## src/design/hlva_pkg.sv

```systemverilog
// ============================================================================
// Hough line vote accumulator package
// Shared types, constants and the constant functions that build the Q1.14
// cosine and sine table.
// ============================================================================
package hlva_pkg;

   localparam int OP_W         = 2;
   localparam int COORD_W      = 10;
   localparam int PIXEL_W      = 12;
   localparam int ANGLE_IDX_W  = 8;
   localparam int DIST_IDX_W   = 12;
   localparam int CELL_COUNT_W = 21;
   localparam int SCALED_W     = 12;
   localparam int CSR_INDEX_W  = 2;
   localparam int CSR_DATA_W   = 16;
   localparam int THRESH_W     = 12;
   localparam int BIAS_W       = 12;
   localparam int INV_SCALE_W  = 16;
   localparam int TRIG_W       = 16;

   localparam int DEF_NUM_ANGLES  = 256;
   localparam int DEF_DIST_BINS   = 4096;
   localparam int DEF_MAX_DIM     = 1024;
   localparam int DEF_COUNT_WIDTH = 21;

   localparam int QUEUE_DEPTH = 4;
   localparam int QUEUE_PTR_W = $clog2(QUEUE_DEPTH);

   localparam logic [THRESH_W-1:0]    THRESH_RESET    = 12'd2048;
   localparam logic [BIAS_W-1:0]      BIAS_RESET      = 12'd1449;
   localparam logic [INV_SCALE_W-1:0] INV_SCALE_RESET = 16'd256;

   localparam longint unsigned PI_Q30  = 64'd3373259426;
   localparam longint          ONE_Q30 = 64'sd1073741824;

   typedef enum logic [OP_W-1:0] {
      OP_VOTE  = 2'd0,
      OP_READ  = 2'd1,
      OP_CLEAR = 2'd2,
      OP_NONE  = 2'd3
   } op_type;

   typedef enum logic [CSR_INDEX_W-1:0] {
      CSR_THRESHOLD = 2'd0,
      CSR_BIAS      = 2'd1,
      CSR_INV_SCALE = 2'd2,
      CSR_SPARE     = 2'd3
   } csr_index_type;

   typedef enum logic [1:0] {
      CMD_VOTE,
      CMD_READ,
      CMD_CLEAR
   } cmd_kind_type;

   typedef struct packed {
      cmd_kind_type             kind;
      logic [COORD_W-1:0]       row;
      logic [COORD_W-1:0]       col;
      logic [ANGLE_IDX_W-1:0]   angle;
      logic [DIST_IDX_W-1:0]    distance;
   } cmd_type;

   typedef struct packed {
      logic full;
      logic empty;
   } queue_status_type;

   typedef struct packed {
      logic sweeping;
      logic busy;
   } back_status_type;

   typedef enum logic [2:0] {
      BK_SWEEP,
      BK_IDLE,
      BK_VOTE,
      BK_DRAIN,
      BK_RD_ADDR,
      BK_RD_DATA,
      BK_DIVIDE,
      BK_RESULT
   } back_state_type;

   function automatic longint unsigned udiv(input longint unsigned num,
                                            input longint unsigned den);
      longint unsigned quo;
      longint unsigned rem;
      quo = '0;
      rem = '0;
      for (int i = 63; i >= 0; i--) begin
         rem = {rem[62:0], num[i]};
         if (rem >= den) begin
            rem    = rem - den;
            quo[i] = 1'b1;
         end
      end
      return quo;
   endfunction

   function automatic longint series(input longint unsigned phi, input int start);
      longint unsigned p2;
      longint unsigned term;
      longint unsigned den;
      longint          sum;
      p2   = (phi * phi) >> 30;
      term = (start != 0) ? phi : longint'(ONE_Q30);
      sum  = longint'(term);
      for (int k = 1; k <= 12; k++) begin
         den  = longint'(2 * k - 1 + start) * longint'(2 * k + start);
         term = udiv((term * p2) >> 30, den);
         if ((k % 2) == 1) begin
            sum = sum - longint'(term);
         end else begin
            sum = sum + longint'(term);
         end
      end
      return sum;
   endfunction

   function automatic logic signed [TRIG_W-1:0] q30_to_q14(input longint v);
      longint c;
      longint unsigned r;
      c = v;
      if (c < 0) c = 0;
      if (c > ONE_Q30) c = ONE_Q30;
      r = (longint'(c) + 64'd32768) >> 16;
      return TRIG_W'(r);
   endfunction

endpackage

```

## src/design/hlva_front.sv

```systemverilog
// ============================================================================
// Hough line vote accumulator front end
// Accepts request transactions, screens out votes that cast nothing and
// undefined operations, and forwards the rest as commands.
// ============================================================================
module hlva_front #(
   parameter int MAX_DIM = hlva_pkg::DEF_MAX_DIM
) (
   input  logic                            reset,
   input  logic                            req_accept,
   input  logic [hlva_pkg::OP_W-1:0]       req_op,
   input  logic [hlva_pkg::COORD_W-1:0]    req_row,
   input  logic [hlva_pkg::COORD_W-1:0]    req_col,
   input  logic [hlva_pkg::PIXEL_W-1:0]    req_pixel_value,
   input  logic [hlva_pkg::ANGLE_IDX_W-1:0] req_angle_index,
   input  logic [hlva_pkg::DIST_IDX_W-1:0] req_distance_index,
   input  logic [hlva_pkg::THRESH_W-1:0]   vote_threshold,
   output logic                            cmd_push,
   output hlva_pkg::cmd_type               cmd
);
   import hlva_pkg::*;

   logic votes;

   assign votes = (req_pixel_value >= vote_threshold)
                  && (32'(req_row) < MAX_DIM) && (32'(req_col) < MAX_DIM);

   always_comb begin
      cmd.row      = req_row;
      cmd.col      = req_col;
      cmd.angle    = req_angle_index;
      cmd.distance = req_distance_index;
      cmd.kind     = CMD_VOTE;
      cmd_push     = 1'b0;
      unique case (op_type'(req_op))
         OP_VOTE: begin
            cmd.kind = CMD_VOTE;
            cmd_push = req_accept && votes && !reset;
         end
         OP_READ: begin
            cmd.kind = CMD_READ;
            cmd_push = req_accept && !reset;
         end
         OP_CLEAR: begin
            cmd.kind = CMD_CLEAR;
            cmd_push = req_accept && !reset;
         end
         default: begin
            cmd_push = 1'b0;
         end
      endcase
   end

endmodule

```

## config.mk

```make
export PLATFORM = sky130hd
export DESIGN_NAME = hlva_front
export DESIGN_NICKNAME = d
export VERILOG_FILES = /design/src/design/hlva_pkg.sv /design/src/design/hlva_front.sv
export SDC_FILE = /design/constraint.sdc
export NUM_CORES = 1
export LEC_CHECK = 0
export ABC_CLOCK_PERIOD_IN_PS = 1340
export BUFFER_PORTS_ARGS = -buffer_cell sky130_fd_sc_hd__buf_2
export CORE_UTILIZATION = 31
export DETAILED_ROUTE_END_ITERATION = 8
export GPL_ROUTABILITY_DRIVEN = 0
export PLACE_DENSITY = 0.9
export RECOVER_POWER = 50
export SYNTH_ARGS = -nofsm -noshare
export SYNTH_HDL_FRONTEND = slang
export SYNTH_SLANG_ARGS = --single-unit
```

## constraint.sdc

```tcl
create_clock -name vclk -period 1.34
set_input_delay 0 -clock vclk [all_inputs]
set_output_delay 0 -clock vclk [all_outputs]
set_load 0.02 [all_outputs]
```

# [Word-level counts from Yosys, hierarchy flattened]
# Cells that the tools add are included.
[classes] n_reduce_logical=6 magnitude_cmp=1 n_eq_ne=2 n_mux=2
[op_table] op="$ge A12 B12 Y1" count=1
[op_table] op="$pmux W2 S2" count=1
[op_table] op="$logic_and A1 B1 Y1" count=3
[op_table] op="$eq A2 B1 Y1 const B" count=1
[op_table] op="$eq A2 B2 Y1 const B" count=1
[op_table] op="$logic_not A2 Y1" count=1
[op_table] op="$pmux W1 S2" count=1
[op_table] op="$reduce_or A2 Y1" count=1
[op_table] op="$logic_not A1 Y1" count=1
[word_totals] inputBits=68 ff_bits=0

# [Logic depth before layout (Yosys ltp)]
[depth] ltp_word=4 mapped_depth=6

# [Worst setup path before layout]
# OpenSTA, ideal clock, no wires.
[synth_path] kind="input to output" start="input vote_threshold[6] in the netlist's numbering" end="output cmd_push" setup_slack_ns=0.319 t_arrival_ns=1.021 n_path_buf=0 stages=6 t_required_ns=1.340 cell_sequence="inv_1 ha_1 nand4_1 nor3b_1 o31ai_1 a21oi_1"
[synth_via] elab_chain_cells=4
[synth_rtl] element="from (decl)" line="hlva_front.sv:17" text="input logic [hlva_pkg::THRESH_W-1:0] vote_threshold,"
[synth_rtl] element="$ge A12 B12 Y1" line="hlva_front.sv:25" text="assign votes = (req_pixel_value >= vote_threshold)"
[synth_rtl] element="$logic_and A1 B1 Y1 (2 in a row)" line="hlva_front.sv:38" text="cmd_push = req_accept && votes && !reset;"
[synth_rtl] element="$pmux W1 S2" line="hlva_front.sv:35" text="unique case (op_type'(req_op))"
[synth_rtl] element="to (decl)" line="hlva_front.sv:18" text="output logic cmd_push,"
# Every way passes these cells.

# [Final worst setup path]
[layout_path] start="input req_pixel_value[11] in the netlist's numbering" end="output cmd_push"
[layout_via] elab_chain_cells=4
[layout_rtl] element="from (decl)" line="hlva_front.sv:14" text="input logic [hlva_pkg::PIXEL_W-1:0] req_pixel_value,"
[layout_rtl] element="$ge A12 B12 Y1" line="hlva_front.sv:25"
[layout_rtl] element="$logic_and A1 B1 Y1 (2 in a row)" line="hlva_front.sv:38"
[layout_rtl] element="$pmux W1 S2" line="hlva_front.sv:35"
# Every way passes these cells.

==> results.md <==
* Number of DRC markers in iteration 0 at 0
* Busiest grt layer: met2
* Placed cells at approximately 110
* Synth warnings at 0
* Register area at 0 sq um
* Synth Cell Area at roughly 660 sq um
* Vias per inst at between 4 and 5
* Post-Syn Instances at 89
* Cell Pwr Density at 237.8 mW/mm^2
* Crit end category: output pin
* Die Y at roughly 48 microns
* Worst Setup EP: cmd_push
* Critical Setup Path Class: in -> out
* Met1 Usage GRT at 0.05495
* First-pass GRT wire length at 1228 microns
* Residual overflow from global routing at 0
* Worst EP required at 1.34 ns
* Routing usage on met3 at 0.01509
* Synth Area in Simple Gates at 0.1067
* Antenna violations before repair at 0
* Hold WC Path Type: in -> out
* P_int at between 0.06 and 0.07 mW
* WL final at roughly 970 microns
* Total negative slack at 0 ns
* Peak supply drop at just over 0.00007 V
* Routed WL per cell at about 9.0 microns
* Largest net degree at the start of global routing at 4
* Total power at between 0.1 and 0.15 mW
* Post-synthesis net count at around 170
* # clk buffers at 0
* Share of power burned in registers at 0
* Maximum clock rate at between 0.8 and 0.9 GHz
* Top Ports at 111
* Synth cell count leaders: 40 x buf_4, 15 x ha_1, 15 x inv_1, 5 x nor2_1
* Fraction of layout instances using a drive strength above 1 at 0.4125
* Synth area leader: buf_4
* CTS Hold Bufs at 0
* Rows at 16
* Final antenna-violating net count at 0
* Nets@finish at 165
* Vias in the first global route at 361
* Netlist cell types at 16
* Seq cells at 0
* # Max-Cap Violations at 0
* Iteration count of the initial detailed-routing pass at 1
* Core Area at just under 0.002 sq mm
* Post-synthesis compound-gate area fraction at 0.06476
* Most common cell in the netlist: buf_4
* RSZ-0062 raised after global routing: false
* XOR/XNOR Fraction of Synth Area at 0
* Hold violation total from the final report at 0
* # resized after CTS at 0
* Post-DP HPWL at approximately 900 microns
* Final Instance Area at about 550 sq um
* Register area share after synthesis at 0
* Die area at 0.002307 sq mm
* Rel. slew slack at 0.8440
* Mux contribution to synthesized area at 0
* Diodes inserted at 0
* I/O Buffers at 31
* Max-slew violation count at 0
* Final setup viols at 0
* Period utilisation layout at 0.8617
* Worst slew pin tran at ~0.23 ns
* Gate power share at 1.000
* # DRC at 0
* Via Count at approximately 460
* Post-CTS setup buffers at 0
* Average cell area after synthesis at around 7.4 sq um
* Sw Share at 0.4696
* Placed cell area at 545.5 sq um
* Met2 global-route usage at 0.1270
* Critical path origin: req_pixel_value[11]
* Adder-cell share of the synthesized area at 0.2857
* Switching pwr at between 0.06 and 0.07 mW
* Arr. time, crit path at 1.15 ns
* Status: completed
* Leakage power at approximately 0.35 nW
* Clock group share of total power at 0
* Minimum clock period after layout at approximately 1.2 ns
* Top-area cell type share of the netlist area at 0.4571
* Final cell count without fillers at between 100 and 150
* Startpoint types: input pin
* Ranking of synthesized cells by area: buf_4 46%, ha_1 29%, inv_1 8.6%, nor2_1 2.9%, nor4_2 1.9%
* Die W at 48.03 microns
* Area grow syn2layout at -16.95%
* Crit Path Max Fanout at 3
* Largest family of logic cells by synthesized area: buffers and inverters
* Starting density of the core at 0.3314
* Global Route Usage Sum at 0.07252
## layout make-up
cell class                 instances  area [sq um]
timing repair buffer              31         155.1
fill                             226          1436
tap                               27         33.78
inverter                          15         56.30
multi-input combinational         34         300.3
## cell families (layout without fill, tap and decap cells)
logic type	Yosys count	in the layout
AND/OR/NAND/NOR	12	12
buffers and inverters	55	46
adder cells (fa/ha/maj)	15	15
AO/OA/AOI/OAI	7	7
## per-layer routing
layer  vias up  routed length (microns)  part of all wire
met5         -                        0                 0
met4         0                      115              0.12
met3        22                      121              0.13
met2        28                      410              0.42
met1       181                      320              0.33
li1        228                        -                 -
## power by group through the flow
| stage | logic [mW] | registers, mW | clock network (mW) |
|---|---|---|---|
| floorplan | 0.248 | 0 | 0 |
| finish | 0.130 | 0 | 0 |
| global placement | 0.130 | 0 | 0 |
| global route | 0.155 | 0 | 0 |
| detailed placement | 0.133 | 0 | 0 |
| CTS | 0.134 | 0 | 0 |
## worst min path at each step
stage | startpoint | to | slack [ns] | cells past startpoint
2_1_floorplan | req_distance_index[0] | cmd[0] | 0.11 | 1
3_3_place_gp | req_angle_index[5] | cmd[17] | 0.0001 | 0
3_5_place_dp | req_angle_index[5] | cmd[17] | 0.0001 | 0
4_1_cts | req_angle_index[5] | cmd[17] | 0.0001 | 0
5_1_grt | req_angle_index[3] | cmd[15] | 0.00003 | 0
6_report | req_angle_index[7] | cmd[19] | 0.000009 | 0
## stage by stage
| step | utilization | setup WS [ns] | hold WS, ns |
|---|---|---|---|
| 6_report | 0.2753 | 0.1853 | 0.000008860 |
| 5_1_grt | 0.2753 | 0.09789 | 0.00002924 |
| 4_1_cts | 0.2753 | 0.1587 | 0.0001367 |
| 3_5_place_dp | 0.2753 | 0.1587 | 0.0001367 |
| 3_3_place_gp | 0.2753 | 0.1848 | 0.0001367 |
| 2_1_floorplan | - | 0.3185 | 0.1126 |
## cells in the final DEF, fill, tap and decap left out, drive strengths merged
master / synthesis / final
nand4b: 1 / 1
nand4: 1 / 1
nor4: 1 / 1
ha: 15 / 15
nand3: 1 / 1
nand2: 1 / 1
o21ai: 2 / 2
o211ai: 1 / 1
o31ai: 1 / 1
buf: 40 / 31
and3: 1 / 1
a211oi: 1 / 1
nor3b: 1 / 1
nor2: 5 / 5
inv: 15 / 15
a21oi: 2 / 2
## worst max-delay path, cell delays in order
cell and delay (ns):
buf_2 0.10, ha_1 0.31, nand3_1 0.09, nand4b_1 0.14, nor4_2 0.26, a21oi_1 0.09
buf_2 0.17
Power figures use the tool's default switching activity.
