`src/design/hlva_pkg.sv`:
```
// ============================================================================
// Hough line vote accumulator package
// Shared types, constants and the constant functions that build the Q1.14
// cosine and sine table.
// ============================================================================
package hlva_pkg;

   localparam int OP_W         = 2;
   localparam int COORD_W      = 10;
   localparam int PIXEL_W      = 12;
   localparam int ANGLE_IDX_W  = 8;
   localparam int DIST_IDX_W   = 12;
   localparam int CELL_COUNT_W = 21;
   localparam int SCALED_W     = 12;
   localparam int CSR_INDEX_W  = 2;
   localparam int CSR_DATA_W   = 16;
   localparam int THRESH_W     = 12;
   localparam int BIAS_W       = 12;
   localparam int INV_SCALE_W  = 16;
   localparam int TRIG_W       = 16;

   localparam int DEF_NUM_ANGLES  = 256;
   localparam int DEF_DIST_BINS   = 4096;
   localparam int DEF_MAX_DIM     = 1024;
   localparam int DEF_COUNT_WIDTH = 21;

   localparam int QUEUE_DEPTH = 4;
   localparam int QUEUE_PTR_W = $clog2(QUEUE_DEPTH);

   localparam logic [THRESH_W-1:0]    THRESH_RESET    = 12'd2048;
   localparam logic [BIAS_W-1:0]      BIAS_RESET      = 12'd1449;
   localparam logic [INV_SCALE_W-1:0] INV_SCALE_RESET = 16'd256;

   localparam longint unsigned PI_Q30  = 64'd3373259426;
   localparam longint          ONE_Q30 = 64'sd1073741824;

   typedef enum logic [OP_W-1:0] {
      OP_VOTE  = 2'd0,
      OP_READ  = 2'd1,
      OP_CLEAR = 2'd2,
      OP_NONE  = 2'd3
   } op_type;

   typedef enum logic [CSR_INDEX_W-1:0] {
      CSR_THRESHOLD = 2'd0,
      CSR_BIAS      = 2'd1,
      CSR_INV_SCALE = 2'd2,
      CSR_SPARE     = 2'd3
   } csr_index_type;

   typedef enum logic [1:0] {
      CMD_VOTE,
      CMD_READ,
      CMD_CLEAR
   } cmd_kind_type;

   typedef struct packed {
      cmd_kind_type             kind;
      logic [COORD_W-1:0]       row;
      logic [COORD_W-1:0]       col;
      logic [ANGLE_IDX_W-1:0]   angle;
      logic [DIST_IDX_W-1:0]    distance;
   } cmd_type;

   typedef struct packed {
      logic full;
      logic empty;
   } queue_status_type;

   typedef struct packed {
      logic sweeping;
      logic busy;
   } back_status_type;

   typedef enum logic [2:0] {
      BK_SWEEP,
      BK_IDLE,
      BK_VOTE,
      BK_DRAIN,
      BK_RD_ADDR,
      BK_RD_DATA,
      BK_DIVIDE,
      BK_RESULT
   } back_state_type;

   function automatic longint unsigned udiv(input longint unsigned num,
                                            input longint unsigned den);
      longint unsigned quo;
      longint unsigned rem;
      quo = '0;
      rem = '0;
      for (int i = 63; i >= 0; i--) begin
         rem = {rem[62:0], num[i]};
         if (rem >= den) begin
            rem    = rem - den;
            quo[i] = 1'b1;
         end
      end
      return quo;
   endfunction

   function automatic longint series(input longint unsigned phi, input int start);
      longint unsigned p2;
      longint unsigned term;
      longint unsigned den;
      longint          sum;
      p2   = (phi * phi) >> 30;
      term = (start != 0) ? phi : longint'(ONE_Q30);
      sum  = longint'(term);
      for (int k = 1; k <= 12; k++) begin
         den  = longint'(2 * k - 1 + start) * longint'(2 * k + start);
         term = udiv((term * p2) >> 30, den);
         if ((k % 2) == 1) begin
            sum = sum - longint'(term);
         end else begin
            sum = sum + longint'(term);
         end
      end
      return sum;
   endfunction

   function automatic logic signed [TRIG_W-1:0] q30_to_q14(input longint v);
      longint c;
      longint unsigned r;
      c = v;
      if (c < 0) c = 0;
      if (c > ONE_Q30) c = ONE_Q30;
      r = (longint'(c) + 64'd32768) >> 16;
      return TRIG_W'(r);
   endfunction

endpackage

```
`src/design/hlva_queue.sv`:
```
// ============================================================================
// Hough line vote accumulator command queue
// A short first-in first-out queue that decouples the front end from the
// vote and read engine.
// ============================================================================
module hlva_queue (
   input  logic                       clock,
   input  logic                       reset,
   input  logic                       push,
   input  hlva_pkg::cmd_type          push_cmd,
   input  logic                       pop,
   output hlva_pkg::cmd_type          pop_cmd,
   output hlva_pkg::queue_status_type status
);
   import hlva_pkg::*;

   cmd_type                slot_ff [QUEUE_DEPTH];
   logic [QUEUE_PTR_W-1:0] wr_ptr_ff, wr_ptr_in;
   logic [QUEUE_PTR_W-1:0] rd_ptr_ff, rd_ptr_in;
   logic [QUEUE_PTR_W:0]   count_ff, count_in;
   logic                   do_push, do_pop;

   assign status.full  = (count_ff == (QUEUE_PTR_W+1)'(QUEUE_DEPTH));
   assign status.empty = (count_ff == '0);
   assign do_push = push && !status.full;
   assign do_pop  = pop && !status.empty;
   assign pop_cmd = slot_ff[rd_ptr_ff];

   always_comb begin
      wr_ptr_in = do_push ? wr_ptr_ff + 1'b1 : wr_ptr_ff;
      rd_ptr_in = do_pop ? rd_ptr_ff + 1'b1 : rd_ptr_ff;
      count_in  = count_ff + (QUEUE_PTR_W+1)'(do_push) - (QUEUE_PTR_W+1)'(do_pop);
   end

   always_ff @(posedge clock) begin
      if (reset) begin
         wr_ptr_ff <= '0;
         rd_ptr_ff <= '0;
         count_ff  <= '0;
      end else begin
         wr_ptr_ff <= wr_ptr_in;
         rd_ptr_ff <= rd_ptr_in;
         count_ff  <= count_in;
      end
   end

   always_ff @(posedge clock) begin
      if (do_push) begin
         slot_ff[wr_ptr_ff] <= push_cmd;
      end
   end

endmodule

```
`config.mk`:
```
export PLATFORM = sky130hd
export DESIGN_NAME = hlva_queue
export DESIGN_NICKNAME = d
export VERILOG_FILES = /design/src/design/hlva_pkg.sv /design/src/design/hlva_queue.sv
export SDC_FILE = /design/constraint.sdc
export NUM_CORES = 1
export LEC_CHECK = 0
export BUFFER_PORTS_ARGS = -buffer_cell sky130_fd_sc_hd__buf_2
export CAP_MARGIN = 20
export CORE_ASPECT_RATIO = 1.4
export CORE_MARGIN = 1.5
export CORE_UTILIZATION = 61
export DETAILED_ROUTE_END_ITERATION = 16
export GPL_ROUTABILITY_DRIVEN = 0
export PLACE_DENSITY = 0.84
export SLEW_MARGIN = 20
export SYNTH_ARGS = -nofsm -noshare
export SYNTH_HDL_FRONTEND = slang
export SYNTH_SLANG_ARGS = --single-unit
```
`constraint.sdc`:
```
create_clock -name clock -period 6.1 [get_ports clock]
set_clock_uncertainty 0.15 [all_clocks]
set_input_delay 0.915 -clock clock [delete_from_list [all_inputs] [get_ports clock]]
set_output_delay 0.915 -clock clock [all_outputs]
set_load 0.05 [all_outputs]
```
# After elaboration in Yosys (flattened, before gate mapping)
# Memories as Yosys holds them, arrays and structs flattened. A register that Yosys moved wholly into a read port is not among the register bits.
# Index checks and enable logic that the tools add are counted.
# op_classes
add_sub_neg	4
n_eq_ne	1
mux	4
reduce_logical	5
# ops
op	n
$add A2 B1 Y2 const B	2
$mux W2	2
$add A3 B1 Y3	1
$eq A3 B3 Y1 const B	1
$logic_not A3 Y1	1
$sub A3 B1 Y3	1
$logic_and A1 B1 Y1	2
$logic_not A1 Y1	2
$mux W1	2
# word_totals
register_bits	7
ram_bits	168
input_bits	46
elab_cells	18
memories	1
# memory_table
name	depth	word_bits	read_ports	rd_ports_with_merged_regs	write_ports	line_no	rtl
slot_ff	4	42	1	1	1	hlva_queue.sv:17	cmd_type slot_ff [QUEUE_DEPTH];

# Logic depth before layout (Yosys ltp)
# Gate-level depths: netlist (run 1).
# depth
depth_word	5
mapped_depth	10
ltp_nobuf	10

# Worst setup path after synthesis (run 1)
# OpenSTA, ideal clock, no wires.
# synth_path
path_kind	in2reg
from	input port push
to	memory slot_ff[0][0] (netlist name) (enable)
arrival_time_ns	2.256
setup_slack_ns	3.291
path_stages	3
path_cell_list	inv_1 nor2_1 and2_1
# synth_via
elab_chain_len	3
# synth_rtl
item	line_no	rtl
start, declared	hlva_queue.sv:9	input logic push,
$logic_and A1 B1 Y1	hlva_queue.sv:25	assign do_push = push && !status.full;
$mux W1	hlva_queue.sv:48	if (do_push) begin
$mux W1 (implied by the code)	hlva_queue.sv:49	slot_ff[wr_ptr_ff] <= push_cmd;
end, declared	hlva_queue.sv:17	
# No other way between the ends.

==> run summary, run 1 <==
GRT met2 Usage -> 0.3463
Period utilisation layout -> 0.5325
Lkg Pwr -> 2.628 nW
Top cell type's share of synthesized area -> 0.7649
Startpoint Class -> register
Post-Syn Instances -> 271
Mux share of post-synthesis cell area -> 0.1461
RSZ-0062 raised after global routing -> false
R2r startpoint -> count_ff[1]
WL/cell -> 20.43 um
Post-DP HPWL -> 6026 um
Maximum VDD drop -> 0.0003073 V
Commonest non-fill, non-tap cell in the layout -> edfxtp_1
Compound-Gate Fraction of Synth Area -> 0.004933
Final non-filler cell area -> 7706 um^2
Sequential area share after synthesis -> 0.7923
R2R Setup Slk -> 3610 ps
Post-CTS Resized -> 0
Row count -> 44
Die height -> 126.0 um
Initial Utilization -> 0.6305
Yosys cell types -> 25
Postcts setup bufs -> 0
Min-delay src -> rd_ptr_ff[1]
Worst Setup End Kind -> primary output
Most frequent cells in the layout -> 168 x edfxtp_1, 89 x buf_2, 40 x mux4_2
GR Util met3 -> 0.06159
Post-synth ARST share -> 0
Clock Root Buffer -> clkbuf_16
Cells after DPL -> 487
Buffers on Ports -> 89
Critical-path maximum fanout -> 42
Largest family of logic cells by synthesized area -> multiplexers
Clock buffer depth -> 2
Hold path depth -> 2
Starting DRT DRC Count -> 181
# clock sinks -> 177
Largest cells by area after synthesis -> edfxtp_1 76%, mux4_2 14%, dfxtp_1 2.7%
Die width -> 90.88 um
FF+latch count, synth -> 177
R2r endpoint -> count_ff[2]
Final worst path period need -> 3249 ps
Fin nets -> 421
Placed inst area -> 7108 um^2
Final ANT Viol Nets -> 0
Critical path class -> register to primary output
Slew @ Worst Pin -> 1028 ps
Final Max Slew Viols -> 0
Min-delay worst type -> register to register
Slew Limit Headroom -> 0.3146
Worst R2R Path Depth -> 10
Xor and xnor fraction of the mapped netlist area -> 0.003984
Number of flops mapped to enable cells by yosys -> 168
Synth Area per Inst -> 24.34 um^2
Overall routing resource usage -> 0.2019
Critical path arrival -> 2180 ps
Setup-failing EPs final -> 0
Placement Setup Slack -> 3131 ps
Share of cells above drive strength 1 -> 0.4368
DRC -> 0
First-pass GRT wire length -> 16650 um
Worst-path clk slew -> 60 ps
Die ar. -> 11450 um^2
TritonCTS clock tree -> done
Global-route met1 utilization -> 0.2456
Antenna violations before repair -> 1
Simple-gate share of the synthesized area -> 0.01575
Cts bufs inserted -> 17
Multi-input logic area -> 1231 um^2
Worst setup margin -> 2851 ps
Overflow after GRT -> 0
Hold buffers post-CTS -> 0
Vias in the first global route -> 3055
Clock latency at the later pin of the worst-skew pair -> 410 ps
WP data required -> 5030 ps
IO Pins -> 90
Maxcap violations -> 0
Core area -> 10460 um^2
Status -> complete, no violations
Total Wirelength -> 10620 um
Post-synth top area cell -> edfxtp_1
Setup TNS -> 0 ps
Max Clock Freq -> 307.8 MHz
Endpoints failing hold -> 0
Detailed Routing Iterations Pass 1 -> 4
Sequential cell area -> 5230 um^2
H-tree depth -> 4
Synth-to-Final Area Change -> 16.85%
Synth Area in Adders -> 0.01442
Total number of vias -> 2913
Finished Layout Cells -> 520
Mapped Area -> 6595 um^2
Fill cells -> 632
Global routing's busiest layer -> met2
Largest net degree at the start of global routing -> 43
Via density -> 5.602
Synthesis Warnings -> 0
Top FF cell, synth -> edfxtp_1
Post-Synthesis Net Count -> 324
P per Cell Area -> 470.5 nW/um^2
## kinds of logic after synthesis
family / Yosys count
mux: 43
fa+ha+maj: 7
simple gates: 17
xor+xnor: 3
flops: 177
buf+inv: 19
compound gates: 5
## critical path, stage by stage (launching register included)
cell,delay [ps]
dfxtp_4,880
mux4_2,640
buf_2,240
## routing by layer
| layer | part of all wire | vias up |
|---|---|---|
| met4 | 0.0071 | 0 |
| met3 | 0.042 | 7 |
| met1 | 0.39 | 1510 |
| li1 | - | 1326 |
| met2 | 0.56 | 70 |
| met5 | 0 | - |
## per-stage QoR
stage	hold WS (ps)	util	power, mW
final	329.8	0.7367	3.626
after CTS	336.0	0.7361	3.668
after global routing	404.5	0.7362	3.764
after detailed placement	327.6	0.6795	2.603
after floorplan	309.1	-	2.433
after global placement	322.5	0.6792	2.587
## Yosys cell counts (all sizes together) (2+ instances only)
master	n
nor2	4
inv	8
and2	4
clkbuf	2
nor2b	2
a21oi	2
ha	6
mux4	42
buf	9
or3	2
o21ai	2
dfxtp	9
edfxtp	168
xnor2	2
nand2b	2
## layout make-up
type | instances | share of cell area
clock inverters | 13 | 0.02111
flip-flops and latches | 177 | 0.6787
clock buffers | 18 | 0.05569
well taps | 138 | 0.02241
multi-input cells | 75 | 0.1598
inverters | 8 | 0.003897
diodes | 2 | 0.0006495
repair buffers | 89 | 0.05780
## worst max-delay path by stage
stage | start | end | slack, ps | cells past startpoint
floorplan | push | slot_ff[0][0] | 3290 | 3
global placement | register | pop_cmd[36] | 3200 | 2
detailed placement | push | count_ff[2] | 3130 | 11
CTS | register | pop_cmd[26] | 2750 | 2
global route | register | pop_cmd[40] | 2670 | 2
finish | register | pop_cmd[26] | 2850 | 2
## flip-flops by register name, summed over array words and instances (netlist names), named ones only
name / count
count_ff: 3
rd_ptr_ff: 2
slot_ff: 168
wr_ptr_ff: 2
## where the power goes
| group | switching [mW] | total (mW) | internal (mW) |
|---|---|---|---|
| Sequential | 0.119 | 1.58 | 1.46 |
| Clock | 0.420 | 1.06 | 0.643 |
| Combinational | 0.655 | 0.980 | 0.326 |
Power figures use the tool's default switching activity.
==> run 2, diff against run 1 <==
--- a/config.mk
+++ b/config.mk
@@ -9,10 +9,10 @@
 export CAP_MARGIN = 20
 export CORE_ASPECT_RATIO = 1.4
 export CORE_MARGIN = 1.5
-export CORE_UTILIZATION = 61
+export CORE_UTILIZATION = 51
 export DETAILED_ROUTE_END_ITERATION = 16
 export GPL_ROUTABILITY_DRIVEN = 0
-export PLACE_DENSITY = 0.84
+export PLACE_DENSITY = 0.75
 export SLEW_MARGIN = 20
 export SYNTH_ARGS = -nofsm -noshare
 export SYNTH_HDL_FRONTEND = slang
==> constraint.sdc (replaced) <==
create_clock -name clock -period 2.8 [get_ports clock]
set_clock_uncertainty 0.15 [all_clocks]
set_input_delay 0.42 -clock clock [delete_from_list [all_inputs] [get_ports clock]]
set_output_delay 0.42 -clock clock [all_outputs]
set_load 0.05 [all_outputs]
==> run 2 against run 1 <==
First-iteration DRC count is 18% lower; hold slack worse by 260 ps; sequential power is 110% higher; cell count is 5.4% higher; global-route usage is 3.4 points lower; die area is 19% higher; routed wire length is 2.3% higher; core utilization is 12 points lower; register-to-register slack worse by 3400 ps; flip-flop and latch count stayed put; clock-buffer cell count is 1 lower; clock power is 130% higher; highest routed layer unchanged.
==> run summary, run 2 (same netlist as run 1, synthesis figures left out) <==
Status -> complete, no violations
Hold buffers post-CTS -> 0
WP data required -> 2230 ps
Share of cells above drive strength 1 -> 0.4645
Period utilisation layout -> 0.9354
Maximum VDD drop -> 0.0005832 V
Largest regs -> slot_ff x168, count_ff x3
Final ANT Viol Nets -> 0
Postcts setup bufs -> 0
Fill cells -> 898
Cts bufs inserted -> 17
DRC -> 0
Startpoint Class -> register
TritonCTS clock tree -> done
First-pass GRT wire length -> 16590 um
Endpoints failing hold -> 0
Total number of vias -> 2987
Top reg by flops -> slot_ff
P per Cell Area -> 1029 nW/um^2
Final Max Slew Viols -> 0
Initial Utilization -> 0.5172
Die ar. -> 13630 um^2
Lkg Pwr -> 2.713 nW
Synth-to-Final Area Change -> 19.47%
Die height -> 137.6 um
Fin nets -> 434
RSZ-0062 raised after global routing -> false
Final worst path period need -> 2619 ps
Die width -> 99.11 um
Starting DRT DRC Count -> 148
Core area -> 12750 um^2
Finished Layout Cells -> 548
Vias in the first global route -> 3037
Antenna violations before repair -> 1
Maxcap violations -> 0
Clock buffer depth -> 2
Critical path class -> register to primary output
Post-DP HPWL -> 6828 um
H-tree depth -> 4
Critical-path maximum fanout -> 18
Setup-failing EPs final -> 0
Overall routing resource usage -> 0.1675
Total Wirelength -> 10870 um
Overflow after GRT -> 0
Setup TNS -> 0 ps
Detailed Routing Iterations Pass 1 -> 4
Slew @ Worst Pin -> 475.8 ps
Clock Root Buffer -> clkbuf_16
Max FFs per register -> 168
Crit-path leading delay family -> flip-flops
Via density -> 5.451
Commonest non-fill, non-tap cell in the layout -> edfxtp_1
Post-CTS Resized -> 0
# clock sinks -> 177
Largest net degree at the start of global routing -> 27
Crit path largest cell delay -> 590 ps
Buffers on Ports -> 89
CP max-delay cell -> dfxtp_4
Clock latency at the later pin of the worst-skew pair -> 420 ps
Row count -> 49
Most frequent cells in the layout -> 168 x edfxtp_1, 89 x buf_2, 40 x mux4_2
Buffer and inverter count on the worst path -> 2
Critical path arrival -> 2050 ps
Max Clock Freq -> 381.8 MHz
Slew Limit Headroom -> 0.6828
Worst Setup End Kind -> primary output
WL/cell -> 19.83 um
Cells after DPL -> 515
Worst-path clk slew -> 70 ps
IO Pins -> 90
Crit path cell chain -> buf_4 -> mux4_2 -> buf_2
Min-delay worst type -> input port to register
run 2: worst reg2reg max path, delay by kind of cell, from the launching register on:
| kind | cells | cell delay, ps |
|---|---|---|
| adder cells (fa/ha/maj) | 3 | 850 |
| AND/OR/NAND/NOR | 3 | 470 |
| flip-flops | 1 | 470 |
| buffers and inverters | 2 | 130 |
| XOR/XNOR | 2 | 390 |
run 2: path summary, 6_finish.rpt:
path / endpoint / startpoint / slack [ps] / cells after the start
setup / recovery: pop_cmd[1] / register / 180 / 3
hold / removal: slot_ff[2][34] / push_cmd[34] / 70 / 1
setup reg to reg: count_ff[2] / count_ff[1] / 240 / 10
hold reg to reg: register / rd_ptr_ff[1] / 340 / 2
run 2: layout make-up:
cell class              instances  area, um^2  area share
flip-flops and latches        177        5230      0.6638
multi-input cells              75        1226      0.1556
repair buffers                102       580.6     0.07369
clock buffers                  17       425.4     0.05399
clock inverters                15       192.7     0.02446
well taps                     153       191.4     0.02430
inverters                       8       30.03    0.003811
diodes                          1       2.502   0.0003176
run 2: power breakdown:
| group | total [mW] | internal [mW] | switching (mW) | leakage (nW) |
|---|---|---|---|---|
| sequential | 3.34 | 3.19 | 0.159 | 1.61 |
| combinational | 2.34 | 0.773 | 1.56 | 0.803 |
| clock | 2.43 | 1.43 | 0.999 | 0.296 |
run 2: metrics by stage:
step                hold slack [ps]    util  cell area (um^2)  power [mW]  worst slack, ps
global placement              320.7  0.5692              7258       5.729            439.6
floorplan                     309.1       -              6595       5.300            45.57
finish                        67.06  0.6178              7879       8.111            180.8
detailed placement            336.9  0.5692              7258       5.777            225.0
global route                  53.17  0.6178              7879       8.419            35.04
CTS                           46.69  0.6176              7876       8.205            121.9
run 2: per-layer routing:
layer,track usage,part of all wire
met1,0.2080,0.40
met3,0.04566,0.038
met4,0.06338,0.017
met2,0.2843,0.55
met5,0,0
==> run 3, diff against run 2 <==
--- a/config.mk
+++ b/config.mk
@@ -13,6 +13,7 @@
 export DETAILED_ROUTE_END_ITERATION = 16
 export GPL_ROUTABILITY_DRIVEN = 0
 export PLACE_DENSITY = 0.75
+export REMOVE_ABC_BUFFERS = 1
 export SLEW_MARGIN = 20
 export SYNTH_ARGS = -nofsm -noshare
 export SYNTH_HDL_FRONTEND = slang
==> constraint.sdc (replaced) <==
create_clock -name clock -period 2.8 [get_ports clock]
set_clock_uncertainty 0.15 [all_clocks]
set_input_delay 0.84 -clock clock [delete_from_list [all_inputs] [get_ports clock]]
set_output_delay 0.84 -clock clock [all_outputs]
set_load 0.05 [all_outputs]
==> run 3 against run 2 <==
Core utilization grew 1.9 points; critical path depth is the same; cell area grew 3.1%; clock power grew 9.1%; global-route usage is essentially flat; flip-flop and latch count is the same; fmax shrank 4.8%; first-iteration DRC count shrank 6.8%; combinational power grew 12%; routed wire length grew 1.6%; total power grew 5.7%; via count shrank 1.1%; critical endpoint is now pop_cmd[18].
==> run summary, run 3 (same netlist as run 1, synthesis figures left out) <==
Status -> complete, no violations
Placement Setup Slack -> 120.8 ps
Placed inst area -> 7301 um^2
Worst setup margin -> 47.63 ps
Maximum VDD drop -> 0.0005527 V
Synth-to-Final Area Change -> 23.18%
Hold path depth -> 2
Slew Limit Headroom -> 0.7552
Largest regs -> slot_ff x168, count_ff x3
Die ar. -> 13630 um^2
Overall routing resource usage -> 0.1679
RSZ-0062 raised after global routing -> true
Hold slack -> 362.1 ps
R2r endpoint -> count_ff[2]
WP data required -> 1810 ps
IO Pins -> 90
Cts bufs inserted -> 17
Max Clock Freq -> 363.3 MHz
Critical-path maximum fanout -> 10
Total number of vias -> 2954
Final core utilization -> 0.6371
Overflow after GRT -> 0
Via density -> 5.371
Min-delay src -> rd_ptr_ff[1]
M1 WL -> 4262 um
P per Cell Area -> 1055 nW/um^2
Period utilisation layout -> 0.9830
DRC -> 0
Top reg by flops -> slot_ff
H-tree depth -> 4
Worst R2R Path Depth -> 9
Share of cells above drive strength 1 -> 0.4658
Min-delay worst type -> register to register
Postcts setup bufs -> 0
Finished Layout Cells -> 550
R2R Setup Slk -> 510 ps
Core area -> 12750 um^2
Clock Root Buffer -> clkbuf_16
Clock buffer depth -> 2
Detailed Routing Iterations Pass 1 -> 4
Total Wirelength -> 11050 um
Met3 wire length -> 487 um
Final worst path period need -> 2752 ps
Final non-filler cell area -> 8124 um^2
Vias in the first global route -> 3064
Maxcap violations -> 0
Clock latency at the later pin of the worst-skew pair -> 410 ps
R2r startpoint -> count_ff[1]
Initial Utilization -> 0.5172
Starting DRT DRC Count -> 138
Endpoints failing hold -> 0
Fin nets -> 435
TritonCTS clock tree -> done
Startpoint Class -> register
# clock sinks -> 177
Max layer used -> met4
Final Max Slew Viols -> 0
Largest net degree at the start of global routing -> 43
Max FFs per register -> 168
Slew @ Worst Pin -> 367.2 ps
Hold buffers post-CTS -> 0
Antenna violations before repair -> 1
Fill cells -> 886
Total power draw -> 8.571 mW
Most frequent cells in the layout -> 168 x edfxtp_1, 70 x buf_2, 41 x mux4_2
Critical path class -> register to primary output
Worst Setup End Kind -> primary output
Met2 Wirelength -> 6148 um
Lkg Pwr -> 2.799 nW
Setup-failing EPs final -> 0
Die width -> 99.11 um
First-pass GRT wire length -> 16590 um
Post-DP HPWL -> 6708 um
Worst-path clk slew -> 60 ps
Final ANT Viol Nets -> 0
Row count -> 49
Die height -> 137.6 um
Buffers on Ports -> 89
WL/cell -> 20.09 um
Setup TNS -> 0 ps
Cells after DPL -> 514
Commonest non-fill, non-tap cell in the layout -> edfxtp_1
Critical path arrival -> 1760 ps
==> run 3: changes by cell type in the layout (fill, tap and decap cells not counted), sizes merged <==
cell	before	now
bufinv	3	6
inv	16	13
clkbuf	17	19
buf	102	101
clkinv	1	2
clkinvlp	3	2
diode	1	2
==> run 3: power breakdown <==
group / switching [mW] / internal (mW) / leakage, nW / total [mW]
logic: 1.66 / 0.973 / 0.861 / 2.63
clock network: 0.961 / 1.69 / 0.324 / 2.65
registers: 0.105 / 3.19 / 1.61 / 3.29
==> run 3: worst max path at each step <==
stage	endpoint	slack (ps)	cells past startpoint
3_3_place_gp	count_ff[2]	180	11
4_1_cts	pop_cmd[30]	1	3
3_5_place_dp	count_ff[2]	120	11
2_1_floorplan	pop_cmd[36]	-970	1
6_report	pop_cmd[18]	50	3
5_1_grt	pop_cmd[41]	-30	3
==> run 3: area by class of cell <==
cell class              instances  area (um^2)  area share
flip-flops and latches        177         5230      0.6438
well taps                     153        191.4     0.02356
repair buffers                103        765.7     0.09426
multi-input cells              75         1222      0.1505
clock buffers                  17        425.4     0.05236
clock inverters                15        254.0     0.03126
inverters                       8        30.03    0.003696
diodes                          2        5.005   0.0006160
==> run 3: timing repair <==
item / CTS / global route
gates resized for setup: 5 / 42
cloned: 0 / 2
pin swaps: 0 / 0
endpoints found under the setup margin: 4 / 34
hold endpoints to repair: 0 / 0
==> run 3: critical path: stages, from the launching register on <==
cell and delay (ps):
dfxtp_4 420, clkbuf_16 210, mux4_2 500, buf_2 220
==> run 3: per-layer routing <==
layer | GRT usage | vias up
li1 | - | 1355
met1 | 0.2033 | 1506
met2 | 0.2851 | 87
met3 | 0.04718 | 6
met4 | 0.07199 | 0
met5 | 0 | -
